**src/design/stt_pkg.sv**
```systemverilog
`timescale 1ns / 1ps
`default_nettype none
// ----------------------------------------------------------------------------
// stt_pkg
// shared types and constants for the sorted timer table
// ----------------------------------------------------------------------------
package stt_pkg;

  localparam int unsigned TIME_W  = 32;
  localparam int unsigned ID_W    = 22;
  localparam int unsigned POS_W   = 4;
  localparam int unsigned COUNT_W = 5;
  localparam int unsigned OP_W    = 2;
  localparam int unsigned STAT_W  = 2;

  typedef enum logic [OP_W-1:0] {
    OP_INSERT     = 2'd0,
    OP_REMOVE_ID  = 2'd1,
    OP_REMOVE_POS = 2'd2,
    OP_READ       = 2'd3
  } op_e;

  typedef enum logic [STAT_W-1:0] {
    ST_DONE  = 2'd0,
    ST_FULL  = 2'd1,
    ST_ERROR = 2'd2
  } status_e;

  // control shared by every cell of the row
  typedef struct packed {
    logic cmp_en;
    logic ins_en;
    logic del_en;
    logic rm_id;
  } cell_ctrl_t;

endpackage : stt_pkg
`default_nettype wire

```
**src/design/stt_cell.sv**
```systemverilog
`timescale 1ns / 1ps
`default_nettype none
// ----------------------------------------------------------------------------
// stt_cell
// one table slot: holds an entry, compares it with the request and shifts
// ----------------------------------------------------------------------------
module stt_cell (
  input  wire logic                       clk_i,
  input  wire logic                       rst_ni,
  input  wire stt_pkg::cell_ctrl_t        ctrl_i,
  input  wire logic [stt_pkg::TIME_W-1:0] req_time_i,
  input  wire logic [stt_pkg::ID_W-1:0]   req_id_i,
  input  wire logic                       live_i,
  input  wire logic                       pos_ge_i,
  input  wire logic                       pos_eq_i,
  input  wire logic [stt_pkg::TIME_W-1:0] left_time_i,
  input  wire logic [stt_pkg::ID_W-1:0]   left_id_i,
  input  wire logic                       left_le_i,
  input  wire logic [stt_pkg::TIME_W-1:0] right_time_i,
  input  wire logic [stt_pkg::ID_W-1:0]   right_id_i,
  input  wire logic                       hit_i,
  output logic [stt_pkg::TIME_W-1:0]      time_o,
  output logic [stt_pkg::ID_W-1:0]        id_o,
  output logic                            le_o,
  output logic                            hit_o,
  output logic                            sel_o
);
  import stt_pkg::*;

  logic [TIME_W-1:0] time_q, time_d;
  logic [ID_W-1:0]   id_q, id_d;
  logic              le_q, match_q;
  logic              kill;

  assign hit_o  = hit_i | match_q;
  assign kill   = ctrl_i.rm_id ? hit_o : pos_ge_i;
  // first matching slot for remove by id, addressed slot otherwise
  assign sel_o  = ctrl_i.rm_id ? (match_q & ~hit_i) : pos_eq_i;
  assign le_o   = le_q;
  assign time_o = time_q;
  assign id_o   = id_q;

  always_comb begin
    time_d = time_q;
    id_d   = id_q;
    if (ctrl_i.ins_en && !le_q) begin
      // slot at the insert point takes the request, later slots move up
      time_d = left_le_i ? req_time_i : left_time_i;
      id_d   = left_le_i ? req_id_i : left_id_i;
    end else if (ctrl_i.del_en && kill) begin
      time_d = right_time_i;
      id_d   = right_id_i;
    end
  end

  always_ff @(posedge clk_i or negedge rst_ni) begin
    if (!rst_ni) begin
      le_q    <= 1'b0;
      match_q <= 1'b0;
    end else if (ctrl_i.cmp_en) begin
      le_q    <= live_i && (time_q <= req_time_i);
      match_q <= live_i && (id_q == req_id_i);
    end
  end

  always_ff @(posedge clk_i) begin
    time_q <= time_d;
    id_q   <= id_d;
  end

endmodule : stt_cell
`default_nettype wire

```
**src/design/sorted_timer_table_unit.sv**
```systemverilog
`timescale 1ns / 1ps
`default_nettype none
// ----------------------------------------------------------------------------
// sorted_timer_table_unit
// alarm table kept sorted by time in a row of compare-and-shift cells
// ----------------------------------------------------------------------------
// Each request passes through a compare state, in which every cell compares
// its entry with the request, and an update state, in which the row shifts
// and the result is formed; the block then returns to idle with done_o high
// and the result. A new request is taken while the result is shown, and none
// while busy. busy is high from the cycle after a request is accepted until
// the result appears; the result is shown for one cycle only and the receiver
// must take it then.
module sorted_timer_table_unit #(
  parameter int unsigned TABLE_DEPTH = 16
) (
  input  wire logic                       clk_i,
  input  wire logic                       rst_ni,
  input  wire logic                       start,
  output logic                            busy,
  input  wire logic [stt_pkg::OP_W-1:0]   operation_i,
  input  wire logic [stt_pkg::TIME_W-1:0] alarm_time_i,
  input  wire logic [stt_pkg::ID_W-1:0]   alarm_id_i,
  input  wire logic [stt_pkg::POS_W-1:0]  position_i,
  output logic                            done_o,
  output logic [stt_pkg::STAT_W-1:0]      status_o,
  output logic [stt_pkg::COUNT_W-1:0]     entry_count_o,
  output logic [stt_pkg::ID_W-1:0]        found_id_o,
  output logic [stt_pkg::TIME_W-1:0]      found_time_o
);
  import stt_pkg::*;

  localparam int unsigned CNT_W = $clog2(TABLE_DEPTH + 1);
  localparam int unsigned CW    = (CNT_W > POS_W) ? CNT_W : POS_W;

  typedef enum logic [1:0] {
    S_IDLE,
    S_CMP,
    S_UPD
  } state_e;

  state_e            state_q;
  logic [OP_W-1:0]   op_q;
  logic [TIME_W-1:0] req_time_q;
  logic [ID_W-1:0]   req_id_q;
  logic [POS_W-1:0]  req_pos_q;
  logic [CNT_W-1:0]  count_q, count_d;
  logic              done_q;
  logic [STAT_W-1:0] status_q, status_d;
  logic [COUNT_W-1:0] ecount_q;
  logic [ID_W-1:0]   fid_q, fid_d;
  logic [TIME_W-1:0] ftime_q, ftime_d;

  cell_ctrl_t        ctrl;
  logic              upd, full, pos_ok, hit_any;
  logic [ID_W-1:0]   sel_id;
  logic [TIME_W-1:0] sel_time;

  logic [TIME_W-1:0] time_w [TABLE_DEPTH];
  logic [ID_W-1:0]   id_w   [TABLE_DEPTH];
  logic              le_w   [TABLE_DEPTH];
  logic              sel_w  [TABLE_DEPTH];
  logic              hit_w  [TABLE_DEPTH+1];

  assign upd     = (state_q == S_UPD);
  assign full    = (count_q == CNT_W'(TABLE_DEPTH));
  assign pos_ok  = CW'(req_pos_q) < CW'(count_q);
  assign hit_any = hit_w[TABLE_DEPTH];
  assign hit_w[0] = 1'b0;

  always_comb begin
    ctrl.cmp_en = (state_q == S_CMP);
    ctrl.rm_id  = (op_q == OP_REMOVE_ID);
    ctrl.ins_en = upd && (op_q == OP_INSERT) && !full;
    ctrl.del_en = upd && (((op_q == OP_REMOVE_ID) && hit_any) ||
                          ((op_q == OP_REMOVE_POS) && pos_ok));
  end

  for (genvar i = 0; i < TABLE_DEPTH; i++) begin : g_cell
    logic [TIME_W-1:0] l_time, r_time;
    logic [ID_W-1:0]   l_id, r_id;
    logic              l_le;

    if (i == 0) begin : g_first
      assign l_time = req_time_q;
      assign l_id   = req_id_q;
      assign l_le   = 1'b1;
    end else begin : g_mid
      assign l_time = time_w[i-1];
      assign l_id   = id_w[i-1];
      assign l_le   = le_w[i-1];
    end

    if (i == TABLE_DEPTH - 1) begin : g_last
      assign r_time = time_w[i];
      assign r_id   = id_w[i];
    end else begin : g_inner
      assign r_time = time_w[i+1];
      assign r_id   = id_w[i+1];
    end

    stt_cell u_cell (
      .clk_i       (clk_i),
      .rst_ni      (rst_ni),
      .ctrl_i      (ctrl),
      .req_time_i  (req_time_q),
      .req_id_i    (req_id_q),
      .live_i      (CNT_W'(i) < count_q),
      .pos_ge_i    (CW'(i) >= CW'(req_pos_q)),
      .pos_eq_i    (CW'(i) == CW'(req_pos_q)),
      .left_time_i (l_time),
      .left_id_i   (l_id),
      .left_le_i   (l_le),
      .right_time_i(r_time),
      .right_id_i  (r_id),
      .hit_i       (hit_w[i]),
      .time_o      (time_w[i]),
      .id_o        (id_w[i]),
      .le_o        (le_w[i]),
      .hit_o       (hit_w[i+1]),
      .sel_o       (sel_w[i])
    );
  end

  // select lines are one-hot at most, so the entries can be or-ed together
  always_comb begin
    sel_id   = '0;
    sel_time = '0;
    for (int unsigned k = 0; k < TABLE_DEPTH; k++) begin
      sel_id   = sel_id   | (sel_w[k] ? id_w[k]   : '0);
      sel_time = sel_time | (sel_w[k] ? time_w[k] : '0);
    end
  end

  always_comb begin
    count_d  = count_q;
    status_d = ST_DONE;
    fid_d    = '0;
    ftime_d  = '0;
    case (op_q)
      OP_INSERT: begin
        if (full) status_d = ST_FULL;
        else      count_d  = count_q + CNT_W'(1);
      end
      OP_REMOVE_ID: begin
        if (hit_any) begin
          count_d = count_q - CNT_W'(1);
          fid_d   = sel_id;
          ftime_d = sel_time;
        end else begin
          status_d = ST_ERROR;
        end
      end
      OP_REMOVE_POS, OP_READ: begin
        if (pos_ok) begin
          if (op_q == OP_REMOVE_POS) count_d = count_q - CNT_W'(1);
          fid_d   = sel_id;
          ftime_d = sel_time;
        end else begin
          status_d = ST_ERROR;
        end
      end
      default: status_d = ST_ERROR;
    endcase
  end

  always_ff @(posedge clk_i or negedge rst_ni) begin
    if (!rst_ni) begin
      state_q  <= S_IDLE;
      count_q  <= '0;
      done_q   <= 1'b0;
      status_q <= '0;
      ecount_q <= '0;
      fid_q    <= '0;
      ftime_q  <= '0;
    end else begin
      done_q <= 1'b0;
      case (state_q)
        S_IDLE: begin
          if (start) state_q <= S_CMP;
        end
        S_CMP: state_q <= S_UPD;
        S_UPD: begin
          state_q  <= S_IDLE;
          count_q  <= count_d;
          done_q   <= 1'b1;
          status_q <= status_d;
          ecount_q <= COUNT_W'(count_d);
          fid_q    <= fid_d;
          ftime_q  <= ftime_d;
        end
        default: state_q <= S_IDLE;
      endcase
    end
  end

  always_ff @(posedge clk_i) begin
    if (state_q == S_IDLE && start) begin
      op_q       <= operation_i;
      req_time_q <= alarm_time_i;
      req_id_q   <= alarm_id_i;
      req_pos_q  <= position_i;
    end
  end

  assign busy          = (state_q != S_IDLE);
  assign done_o        = done_q;
  assign status_o      = status_q;
  assign entry_count_o = ecount_q;
  assign found_id_o    = fid_q;
  assign found_time_o  = ftime_q;

`ifndef NO_ASSERTIONS
  a_count_bound: assert property (@(posedge clk_i) disable iff (!rst_ni)
    count_q <= CNT_W'(TABLE_DEPTH))
    else $error("live count above table depth");

  a_accept_busy: assert property (@(posedge clk_i) disable iff (!rst_ni)
    (start && !busy) |=> (busy && state_q == S_CMP))
    else $error("accepted request did not enter compare");

  a_done_idle: assert property (@(posedge clk_i) disable iff (!rst_ni)
    done_o |-> !busy)
    else $error("result strobe while busy");

  a_full_count: assert property (@(posedge clk_i) disable iff (!rst_ni)
    (done_o && status_o == ST_FULL) |-> (count_q == CNT_W'(TABLE_DEPTH)))
    else $error("full reported on a table that is not full");

  a_count_step: assert property (@(posedge clk_i) disable iff (!rst_ni)
    (state_q != S_UPD) |=> $stable(count_q))
    else $error("live count changed outside the update cycle");
`endif

endmodule : sorted_timer_table_unit
`default_nettype wire

```
**config.mk**
```make
export PLATFORM = sky130hd
export DESIGN_NAME = sorted_timer_table_unit
export DESIGN_NICKNAME = d
export VERILOG_FILES = /design/src/design/stt_pkg.sv /design/src/design/stt_cell.sv /design/src/design/sorted_timer_table_unit.sv
export SDC_FILE = /design/constraint.sdc
export NUM_CORES = 2
export LEC_CHECK = 0
export ABC_AREA = 1
export ABC_CLOCK_PERIOD_IN_PS = 9000
export BUFFER_PORTS_ARGS = -buffer_cell sky130_fd_sc_hd__buf_2
export CELL_PAD_IN_SITES_DETAIL_PLACEMENT = 0
export CELL_PAD_IN_SITES_GLOBAL_PLACEMENT = 1
export CORE_MARGIN = 2
export CORE_UTILIZATION = 48
export DETAILED_ROUTE_END_ITERATION = 6
export PLACE_DENSITY_LB_ADDON = 0.1
export SLEW_MARGIN = 20
export SYNTH_ARGS = -nofsm -noshare
export SYNTH_HDL_FRONTEND = slang
export SYNTH_HIERARCHICAL = 1
export SYNTH_SLANG_ARGS = --single-unit
```
**constraint.sdc**
```tcl
create_clock -name clk_i -period 9 [get_ports clk_i]
set_input_delay 1.35 -clock clk_i [delete_from_list [all_inputs] [get_ports clk_i]]
set_output_delay 1.35 -clock clk_i [all_outputs]
set_load 0.005 [all_outputs]
```
==> summary.md <==
| Metric | Value |
|---|---|
| Run status | finished clean |
| Worst slew margin relative to its limit | 14.0% |
| Number of setup buffers added after CTS | 0 |
| Proportion of total power due to net switching | 39.7% |
| Cell repeated most along the worst path | sky130_fd_sc_hd__or2_2 |
| Leak | 38.8 nW |
| Number of routed nets with antenna violations | 0 |
| Placed wire-length estimate | 257,000 µm |
| Final period utilization | 84.7% |
| Syn Area/Cell | 7.21 µm² |
| Library cell with the largest summed area after synthesis | sky130_fd_sc_hd__edfxtp_1 |
| Cell row count | 146 |
| Initial Utilization | 48.3% |
| Setup slack, reg-to-reg | 1.38 ns |
| Count of vias placed by the detailed router | 76,300 |
| Total design power | 16.5 mW |
| Hold crit path type | reg2reg |
| Max Transition Viols Final | 0 |
| Min Clock Period, post-route | 7.62 ns |
| P_sw | 6.53 mW |
| Maximum fanout encountered on the critical timing path | 54 |
| Largest cells by area after synthesis | sky130_fd_sc_hd__edfxtp_1 36%, sky130_fd_sc_hd__nand2_1 17%, sky130_fd_sc_hd__ha_1 8.5%, sky130_fd_sc_hd__nor2_1 7.2%, sky130_fd_sc_hd__o21ai_0 6.3% |
| Clock network latency to the later pin of the worst-skew pair | 0.79 ns |
| Clk pwr share | 32.7% |
| Fraction of power consumed by sequential logic | 39.0% |
| Dominant delay contributor by cell family on the critical path | simple AND/OR/NAND/NOR gates |
| Clock sink count | 1,020 |
| Logic pwr share | 28.3% |
| Share of final-layout standard cells stronger than drive strength 1 | 6.49% |
| Hold bufs inserted after CTS | 0 |
| Total of buffers placed on input and output ports | 125 |
| Crit path capture type | flip-flop |
| Post-detailed-routing wire length | 344,000 µm |
| Post-CTS resize count | 0 |
| CTS buffer count | 134 |
| Filler-free cell count of the finished design | 12,700 |
| Min-Delay Startpoint | found_id_o[1] |
| CP Class | reg2reg |
| Number of failing hold endpoints at the final stage | 0 |
| WHS Endpoint | found_id_o[1] |
| Seq/Total Area, Yosys | 39.5% |
| Yosys warnings | 6 |
| Maximum VDD drop | 0.207 mV |
| Die height | 403 µm |
| Max Fclk | 131 MHz |
| GRT Resource Usage Total | 41.2% |
| Die outline area | 162,000 µm² |
| Area share of the largest cell type after synthesis | 36.3% |
| Gate Count Post-Synth | 10,600 |
| Placed Cells incl. Taps | 12,500 |
| Max Buffers Root-to-Sink | 3 |
| Routability congestion estimate | 1.02 |
| Post-route setup slack | 1.38 ns |
| Synth Register Bits | 1,020 |
| Violation count after the first detailed-routing iteration | 11,300 |
| Remaining routing DRC violations | 0 |
| Die width | 403 µm |
| Setup repair after global routing missed its margin | false |
| Max Clock Skew | 0.0304 ns |
| Clock tree from TritonCTS | yes |
| Reg clk slew, reported paths | 0.06 ns |
| P_int | 9.93 mW |
| Area Growth Syn to Fin | 8.42% |
| Sum of overflow across all layers after global routing | 0 |
| Post-Syn Area | 76,400 µm² |
| Worst Path Required | 9.37 ns |
| Library cells used by synthesis | 41 |
| Critical Path, Cell by Cell | or2_2 -> or2_2 -> or2_2 -> or2_2 -> or2_2 -> or2_2 -> or2_2 -> or2_2 -> or2_2 -> or2_2 -> or2_2 -> or2_2 -> or2_2 -> or2_2 -> or2_2 -> or2_2 -> nand2_2 -> nand2_1 -> nand2_2 -> a21oi_2 -> o21ai_0 -> o21ai_4 -> buf_4 |
| Total buffers and inverters traversed by the critical path | 1 |
| Startpoint class of the critical path | flip-flop |
| Core outline area | 158,000 µm² |
| Most frequent cells in the layout | 3,371 x sky130_fd_sc_hd__nand2_1, 1,469 x sky130_fd_sc_hd__nor2_1, 1,015 x sky130_fd_sc_hd__inv_1 |
| Transition time at the pin with the least slew margin | 1.28 ns |
| Post-place setup slack | 1.51 ns |
| Vias in the first global route | 68,800 |
| Setup violations, final | 0 |
| Pin count of the biggest net entering global routing | 58 |
| Reg2Reg Depth | 23 |
| Reg2reg end | g_cell[9].u_cell/time_o[7] |
| CTS H-tree lvls | 4 |
| Final setup TNS | 0 ns |
| Cell with the largest stage delay on the worst path | sky130_fd_sc_hd__dfrtp_1 |
| Final cell utilization of the core | 52.3% |
| Antenna violations before repair | 20 |
| Number of top-level pins | 126 |
| Vias/cell | 5.99 |
| Commonest non-fill, non-tap cell in the layout | sky130_fd_sc_hd__nand2_1 |
| Power Dens Cells | 199 nW/µm² |
| Clock Tree Root | sky130_fd_sc_hd__clkbuf_16 |
| Signal arrival time at the worst endpoint | 7.99 ns |
| Reg2Reg Launch Point | g_cell[0].u_cell/match_q |
| DR pass1 iterations | 7 |
| Count of max-cap constraint violations | 0 |
| Global-route wire length before repair | 490,000 µm |
| Hold-critical path depth | 2 |
| Worst path max stage delay | 0.39 ns |
| Wire per inst | 27.0 µm |
| Number of nets in the final layout | 11,100 |
cell usage after synthesis, drive strengths merged:
| master | instances |
|---|---|
| a211oi | 37 |
| a21o | 25 |
| a21oi | 228 |
| a221oi | 14 |
| a22o | 34 |
| buf | 365 |
| clkbuf | 88 |
| clkinv | 8 |
| conb | 2 |
| dfrtp | 96 |
| edfxtp | 924 |
| ha | 519 |
| inv | 1065 |
| nand2 | 3383 |
| nand3 | 86 |
| nand3b | 1 |
| nand4 | 68 |
| nor2 | 1551 |
| nor3 | 3 |
| nor4 | 10 |
| o21a | 17 |
| o21ai | 1854 |
| o22ai | 89 |
| o31ai | 16 |
| or2 | 16 |
| xnor2 | 82 |
| xor2 | 9 |
final cells by class:
cell class | count | area, µm²
sequential | 1020 | 30200
antenna | 7 | 17.5
inverter | 1073 | 4050
multi-input combinational | 8046 | 39900
timing repair buffer | 279 | 1830
clock buffer | 185 | 3750
clock inverter | 61 | 487
tap | 2072 | 2590
fill | 15400 | 75400
tightest hold or removal path, cell delays in order, from the launching register on:
cell                      delay, ns
sky130_fd_sc_hd__dfrtp_1       0.35
sky130_fd_sc_hd__nand2_1       0.06
sky130_fd_sc_hd__nand2_1       0.06
layer usage:
metal | global-route usage (%) | vias up | routed length, µm
met5 | 0 | - | 89
met4 | 8.22 | 12 | 6580
li1 | - | 34700 | -
met1 | 60.9 | 36200 | 146000
met2 | 53.9 | 5089 | 131000
met3 | 19.2 | 387 | 60000
power groups by stage:
stage / clock network [mW] / logic, mW / registers [mW]
final: 5.38 / 4.65 / 6.42
after global routing: 5.57 / 5.04 / 6.44
after CTS: 5.40 / 4.49 / 6.37
after detailed placement: 0 / 4.48 / 6.46
after global placement: 0 / 4.38 / 6.46
after floorplan: 0 / 2.99 / 6.21
worst max-delay path by stage:
stage,slack (ns),end,depth (start not counted),startpoint
after floorplan,0.92,g_cell[11].u_cell/id_o[0],22,g_cell[0].u_cell/match_q
after global placement,1.60,g_cell[9].u_cell/time_o[7],23,g_cell[0].u_cell/match_q
after detailed placement,1.51,g_cell[9].u_cell/time_o[7],23,g_cell[0].u_cell/match_q
after CTS,1.48,g_cell[9].u_cell/time_o[7],23,g_cell[0].u_cell/match_q
after global routing,1.24,g_cell[9].u_cell/time_o[2],23,g_cell[0].u_cell/match_q
final,1.38,g_cell[9].u_cell/time_o[7],23,g_cell[0].u_cell/match_q
state kept, by name, indices dropped and copies added (netlist names), 4 cells and up:
name and cells:
g_cell.u_cell/time_o 512, g_cell.u_cell/id_o 352, g_cell.u_cell/match_q 16, entry_count_o 5
g_cell.l_time 32, g_cell.l_id 22, g_cell.u_cell/le_o 16, req_pos_q 4
found_time_o 32, found_id_o 22
per-stage QoR:
stage / instance area [µm²] / hold WS [ns]
after detailed placement: 78500 / 0.484
after CTS: 82800 / 0.499
final: 82800 / 0.500
after global placement: 78500 / 0.489
after global routing: 82800 / 0.507
after floorplan: 76400 / 0.444
logic make-up (layout without fill, tap and decap cells):
logic type	count (synthesis)	in the layout	synth area share, %
flops	1020	1020	39.5
simple gates	5118	5118	26.2
compound gates	2314	2314	16.0
xor+xnor	91	91	1.04
buf+inv	1526	1598	8.83
other cells	2	11	0.00984
fa+ha+maj	519	519	8.50
Note: power is estimated with default switching activity, not from simulation.
